File: config.mk
export PLATFORM = sky130hd
export DESIGN_NAME = pat_div
export DESIGN_NICKNAME = d
export VERILOG_FILES = /design/src/rtl/pat_pkg.sv /design/src/rtl/pat_div.sv
export SDC_FILE = /design/constraint.sdc
export NUM_CORES = 2
export LEC_CHECK = 0
export ABC_AREA = 0
export BUFFER_PORTS_ARGS = -buffer_cell sky130_fd_sc_hd__clkbuf_2
export CORE_MARGIN = 3
export CORE_UTILIZATION = 41
export DETAILED_ROUTE_END_ITERATION = 7
export GPL_TIMING_DRIVEN = 1
export PLACE_DENSITY = 0.56
export SLEW_MARGIN = 40
export SYNTH_ARGS = -nofsm -noshare
export SYNTH_HDL_FRONTEND = slang
export SYNTH_MEMORY_MAX_BITS = 65536
export SYNTH_SLANG_ARGS = --single-unit
File: constraint.sdc
create_clock -name clock -period 9.4 [get_ports clock]
set_clock_uncertainty 0.05 [all_clocks]
set_input_delay 0 -clock clock [delete_from_list [all_inputs] [get_ports clock]]
set_output_delay 0 -clock clock [all_outputs]
set_load 0.01 [all_outputs]
File: src/rtl/pat_pkg.sv
// Package for the packet airtime calculator: widths, constants and shared types.
`timescale 1ns / 1ps
package pat_pkg;
   localparam int SF_W     = 4;
   localparam int BW_W     = 19;
   localparam int CR_W     = 3;
   localparam int PL_W     = 8;
   localparam int AIR_W    = 36;
   localparam int PSYM_W   = 10;
   localparam int UNITS_W  = 19;
   localparam int PROD_W   = 37;
   localparam int DVD_W    = 49;
   localparam int REQ_W    = 40;
   localparam int RSP_W    = 48;
   localparam int CSR_IDX_W = 2;
   localparam int CSR_DAT_W = 16;

   localparam logic [BW_W-1:0]  BW_MIN = 19'd7800;
   localparam logic [BW_W-1:0]  BW_MAX = 19'd500000;
   localparam logic [17:0]      US_SCALE = 18'd250000;

   localparam logic [CSR_IDX_W-1:0] REG_PREAMBLE = 2'd0;
   localparam logic [CSR_IDX_W-1:0] REG_CRC      = 2'd1;
   localparam logic [CSR_IDX_W-1:0] REG_IMPLICIT = 2'd2;

   typedef struct packed {
      logic [PSYM_W-1:0] psym;
      logic              de;
      logic              bad;
   } side_type;
endpackage

File: src/rtl/pat_div.sv
// Pipelined restoring divider, one quotient bit per stage, sideband carried along.
`timescale 1ns / 1ps
module pat_div (
   input  logic                       clock,
   input  logic                       reset,
   input  logic                       en,
   input  logic                       in_valid,
   input  logic [pat_pkg::DVD_W-1:0]  in_dividend,
   input  logic [pat_pkg::BW_W-1:0]   in_divisor,
   input  pat_pkg::side_type          in_side,
   output logic                       out_valid,
   output logic [pat_pkg::AIR_W-1:0]  out_quo,
   output pat_pkg::side_type          out_side
);
   import pat_pkg::*;
   localparam int N = AIR_W;

   logic              vld_ff [N];
   logic [BW_W-1:0]   rem_ff [N];
   logic [N-1:0]      low_ff [N];
   logic [N-1:0]      quo_ff [N];
   logic [BW_W-1:0]   div_ff [N];
   side_type          side_ff [N];

   logic [BW_W-1:0]   rem_src [N];
   logic [N-1:0]      low_src [N];
   logic [N-1:0]      quo_src [N];
   logic [BW_W-1:0]   rem_in  [N];
   logic [N-1:0]      low_in  [N];
   logic [N-1:0]      quo_in  [N];
   logic [BW_W:0]     trial   [N];
   logic              ge      [N];

   always_comb begin
      for (int k = 0; k < N; k++) begin
         if (k == 0) begin
            // quotient fits in N bits, so the top bits are already below the divisor
            rem_src[k] = {{(BW_W-(DVD_W-N)){1'b0}}, in_dividend[DVD_W-1:N]};
            low_src[k] = in_dividend[N-1:0];
            quo_src[k] = '0;
         end else begin
            rem_src[k] = rem_ff[k-1];
            low_src[k] = low_ff[k-1];
            quo_src[k] = quo_ff[k-1];
         end
         trial[k]  = {rem_src[k], low_src[k][N-1]};
         ge[k]     = trial[k] >= {1'b0, (k == 0) ? in_divisor : div_ff[k-1]};
         rem_in[k] = ge[k] ? BW_W'(trial[k] - {1'b0, (k == 0) ? in_divisor : div_ff[k-1]})
                           : trial[k][BW_W-1:0];
         low_in[k] = {low_src[k][N-2:0], 1'b0};
         quo_in[k] = {quo_src[k][N-2:0], ge[k]};
      end
   end

   always_ff @(posedge clock) begin
      if (en) begin
         for (int k = 0; k < N; k++) begin
            rem_ff[k] <= rem_in[k];
            low_ff[k] <= low_in[k];
            quo_ff[k] <= quo_in[k];
            if (k == 0) begin
               div_ff[k]  <= in_divisor;
               side_ff[k] <= in_side;
            end else begin
               div_ff[k]  <= div_ff[k-1];
               side_ff[k] <= side_ff[k-1];
            end
         end
      end
   end

   always_ff @(posedge clock) begin
      if (reset) begin
         for (int k = 0; k < N; k++) vld_ff[k] <= 1'b0;
      end else if (en) begin
         for (int k = 0; k < N; k++) vld_ff[k] <= (k == 0) ? in_valid : vld_ff[k-1];
      end
   end

   assign out_valid = vld_ff[N-1];
   assign out_quo   = quo_ff[N-1];
   assign out_side  = side_ff[N-1];
endmodule

### Word level (Yosys, flattened, before mapping)

Memories as Yosys holds them, arrays and structs flattened.
Index checks and enable logic that the tools add are counted.

* bits in registers: 0
* memories: 6
* output and inout port bits: 49
* memory bits (writable): 4392
* logic and storage cells: 192
* input bits: 84

* bitwise logic cells: 36
* add/subtract/negate cells: 36
* order comparisons: 36
* multiplexer cells: 78

Memory list
* quo_ff: depth 36, bits a word 36, rd ports 36, clocked after Yosys merged registers in 0, write ports 36, line pat_div.sv:21 `logic [N-1:0] quo_ff [N];`
* low_ff: depth 36, bits a word 35, rd ports 35, clocked after Yosys merged registers in 0, write ports 36, line pat_div.sv:20 `logic [N-1:0] low_ff [N];`
* div_ff: depth 36, bits a word 19, rd ports 35, clocked after Yosys merged registers in 0, write ports 36, line pat_div.sv:22 `logic [BW_W-1:0] div_ff [N];`
* rem_ff: depth 36, bits a word 19, rd ports 35, clocked after Yosys merged registers in 0, write ports 36, line pat_div.sv:19 `logic [BW_W-1:0] rem_ff [N];`
* side_ff: depth 36, bits a word 12, rd ports 36, clocked after Yosys merged registers in 0, write ports 36, line pat_div.sv:23 `side_type side_ff [N];`
* vld_ff: depth 36, bits a word 1, rd ports 36, clocked after Yosys merged registers in 0, write ports 36, line pat_div.sv:18 `logic vld_ff [N];`

Operators by type and width (number)
* 20-bit by 19-bit greater-or-equal comparator with 1-bit output: 35
* 19-bit 2-to-1 mux: 36
* 19-bit subtractor: 35
* 1-bit 2-to-1 mux: 42
* 1-bit bitwise OR: 36
* 14-bit by 19-bit greater-or-equal comparator with 1-bit output: 1
* 14-bit by 19-bit subtractor with 19-bit output: 1

### Logic depth before layout (Yosys ltp)

* word-level depth: 4
* depth in mapped cells: 15
* mapped depth without buffers: 13

### Worst setup path before layout

No wires, ideal clock.

* kind: reg-to-reg
* from: memory div_ff[15][0] (netlist: div_ff[3][57])
* to: memory rem_ff[16][11] (data pin)
* setup time: 260 ps
* data arrival time: 2931 ps
* cell stages (with the launch flop): 14
* setup slack: 6159 ps
* buffers on the path: 1
* cells stage by stage: edfxtp_1 > ha_1 > fa_1 > nor2b_1 > o21ai_0 > nand2b_1 > a2111oi_0 > nor3_1 > o21ai_0 > a2111o_1 > a31oi_1 > or3_1 > buf_2 > mux2_2

RTL lines (line)
* from (decl): pat_div.sv:22
* to (decl): pat_div.sv:19

==> reports/qor.yml <==
ios: 133
synth_edf_count: 3094
first_pass_iters: 5
worstSetupStartpointType: "flop"
p_per_area_mw_per_mm2: 314
maxSlewHeadroom_pct: 45.7
final_common_cell: "edfxtp_1"
fin_nets: 10445
r2r_slack_ps: 5430
switchingPower_uw: 15000
dr_total_vias: 71546
power.share.switching_pct: 31.5
clockPowerShare_pct: 27.5
ys_seq_elements: 3094
ir_worst_vdd_v: 0.000204
finalCritPeriodShare_pct: 42.2
critical_path_required_ps: 9980
avgSynthCellArea_sq_um: 14.6
via_per_inst: 5.03
grt_max_degree: 169
regArea_sq_mm: 0.0929
reg2reg_depth: 12
grt_usage_pct: 14.5
cts_num_sinks: 3094
coreArea_sq_mm: 0.321
final_layout_size_suffix_gt1_share_pct: 9.61
htree_levels: 5
grt_pass1_vias: 71860
synth_ff_type: "edfxtp_1"
combPwrFrac_pct: 30.8
drv_slew: 0
yosys_warnings: 0
multi_input_area_sq_mm: 0.0357
synthArstFlopShare_pct: 0
post-route-util_pct: 47.2
ys_seq_area_share_pct: 70.1
crit_type: "flop to flop"
whs_endpoint: "rem_ff[0][0]"
antenna_found_initial: 5
p_leak_uw: 0.0577
cts.path.max_buffers: 4
use_met3_pct: 2.00
n_fill_cell: 27795
synth_cell_types: 88
dieHeight_um: 575
cp.arrival_ps: 4550
drtIter0Drc: 5248
grt.overflow.total: 0
syn_inst: 9106
cts_buffers: 341
rsz0062_at_grt: "false"
setup_viol: 0
holdPathStages: 4
place.gp.congestion: 0.872
die_area_sq_mm: 0.330
worst_pin_slew_ps: 815
io_buffers: 132
outcome: "finished, final reports clean"
crit_fanout: 33
initial_core_util_pct: 41.2
hold_viol: 0
post_cts_buffers: 0
gr-usage-met2_pct: 24.8
root_buffer: "clkbuf_16"
crit_path_end_kind: "flop"
clk_latency_ps: 920
final_cell_mix: "3094 x edfxtp_1, 843 x inv_1, 679 x ha_1, 597 x o21ai_0, 547 x nand2_1"
hold_path.class: "primary input to flop"
wirelength_um: 244000
clock.fmax_mhz: 252
fin_crit_ps: 3970
routedWlPerCell_um: 17.1
grt_pass1_wl_um: 389000
hpwlAfterDp_um: 163000
grt.busiest_layer: "met2"
tritoncts: "yes"
synth_area_sq_mm: 0.133
intPower_uw: 32600
min-delay-start: "in_divisor[0]"
gr-usage-met1_pct: 18.8
area_delta_synth_final_pct: 14.4
r2r_start: "div_ff[6][57]"
clk_pin_slew_ps: 60
ant_nets: 0
num_rows: 208
seqPwrFrac_pct: 41.7
tns_ps: 0
syn-num-nets: 9904
route.detailed.drc: 0
fp.dieW_um: 575
rr_endpoint: "rem_ff[28][10]"
maxCapViolCount: 0
==> metrics by stage <==
stage | instances | instance area (sq um) | setup slack (ps) | power (uW) | hold slack [ps]
2_1_floorplan | 9106 | 133000 | 6160 | 30800 | 48.9
3_3_place_gp | 13418 | 138000 | 5290 | 34300 | 129
3_5_place_dp | 13424 | 139000 | 5430 | 34700 | 129
4_1_cts | 14220 | 151000 | 5370 | 48300 | 70.9
5_1_grt | 14227 | 152000 | 5180 | 50800 | 150
6_report | 14227 | 152000 | 5430 | 47600 | 169
==> area by class of cell <==
type | count | share of cell area [%]
sequential | 3094 | 61.3
multi-input combinational | 4991 | 23.5
clock buffer | 395 | 5.80
tap | 4305 | 3.55
timing repair buffer | 374 | 2.22
inverter | 845 | 2.09
clock inverter | 222 | 1.54
antenna | 1 | 0.00165
==> metal layers <==
metal  vias up  share of wire [%]
met4         0                3.4
met2      1282                 49
met3       479                3.9
met1     34861                 43
li1      34924                  -
met5         -                  0
==> synthesized netlist by cell type (all sizes together), types with 15 or more instances <==
cell / instances / area [sq um]
a211o: 21 / 184
a211oi: 52 / 400
a21boi: 18 / 135
a21o: 206 / 1550
a21oi: 548 / 2740
a31oi: 53 / 332
and2: 49 / 307
and3: 35 / 219
buf: 94 / 597
clkbuf: 82 / 308
edfxtp: 3094 / 92900
fa: 35 / 701
ha: 679 / 8500
inv: 845 / 3170
mux2: 192 / 2160
mux2i: 26 / 260
nand2: 550 / 2060
nand2b: 104 / 651
nand3: 75 / 375
nand4: 76 / 475
nor2: 419 / 1570
nor2b: 107 / 669
nor3: 107 / 552
nor4: 23 / 159
o211ai: 21 / 163
o21a: 114 / 856
o21ai: 614 / 3070
o21bai: 54 / 405
o31a: 37 / 324
o31ai: 55 / 418
o41ai: 15 / 161
or2: 21 / 131
or3: 25 / 156
xnor2: 286 / 2500
xor2: 207 / 1810
==> critical path: stages, from the launching register on <==
cell and delay [ps]:
edfxtp_1 460, ha_1 260, fa_1 410, nor2b_1 140
o21a_1 140, o21ai_0 130, a21oi_1 480, a41oi_1 250
a21oi_1 350, a21oi_1 140, o21ai_2 150, buf_4 340
mux2_2 390
==> flip-flops by register name (all words and copies together) (netlist names) <==
signal	cells
vld_ff	36
quo_ff	666
side_ff	432
rem_ff	665
low_ff	630
div_ff	665
==> power groups by stage <==
stage | Combinational, uW | Clock, uW | Sequential (uW)
after CTS | 14700 | 13700 | 19900
after floorplan | 11400 | 0 | 19400
final | 14700 | 13100 | 19900
after detailed placement | 14500 | 0 | 20200
after global placement | 14100 | 0 | 20200
after global routing | 16500 | 14200 | 20100
==> logic make-up after synthesis <==
logic type                 after synthesis  share of synthesized area (%)
AOI/OAI and AO/OA                     1925                           8.96
xor gates and xnor gates               493                           3.26
adders and majority gates              714                           6.94
buffers and inverters                 1021                           3.08
DFF                                   3094                           70.1
muxes                                  218                           1.83
and+or+nand+nor                       1641                           5.85
==> worst max-delay path by stage <==
stage	startpoint	to	slack [ps]	cells after the start
floorplan	div_ff[3][57]	rem_ff[16][11]	6160	13
global placement	low_ff[13][34]	rem_ff[14][3]	5290	13
detailed placement	div_ff[7][19]	rem_ff[30][2]	5430	12
CTS	div_ff[7][19]	rem_ff[30][11]	5370	12
global route	rem_ff[31][1]	rem_ff[32][4]	5180	12
finish	div_ff[6][57]	rem_ff[28][10]	5430	12
==> repair_timing <==
action,CTS,global route
gates resized for setup,0,0
endpoints found under the hold margin,783,0
hold buffers,179,0
No activity file was read; power rests on OpenSTA's default activity.
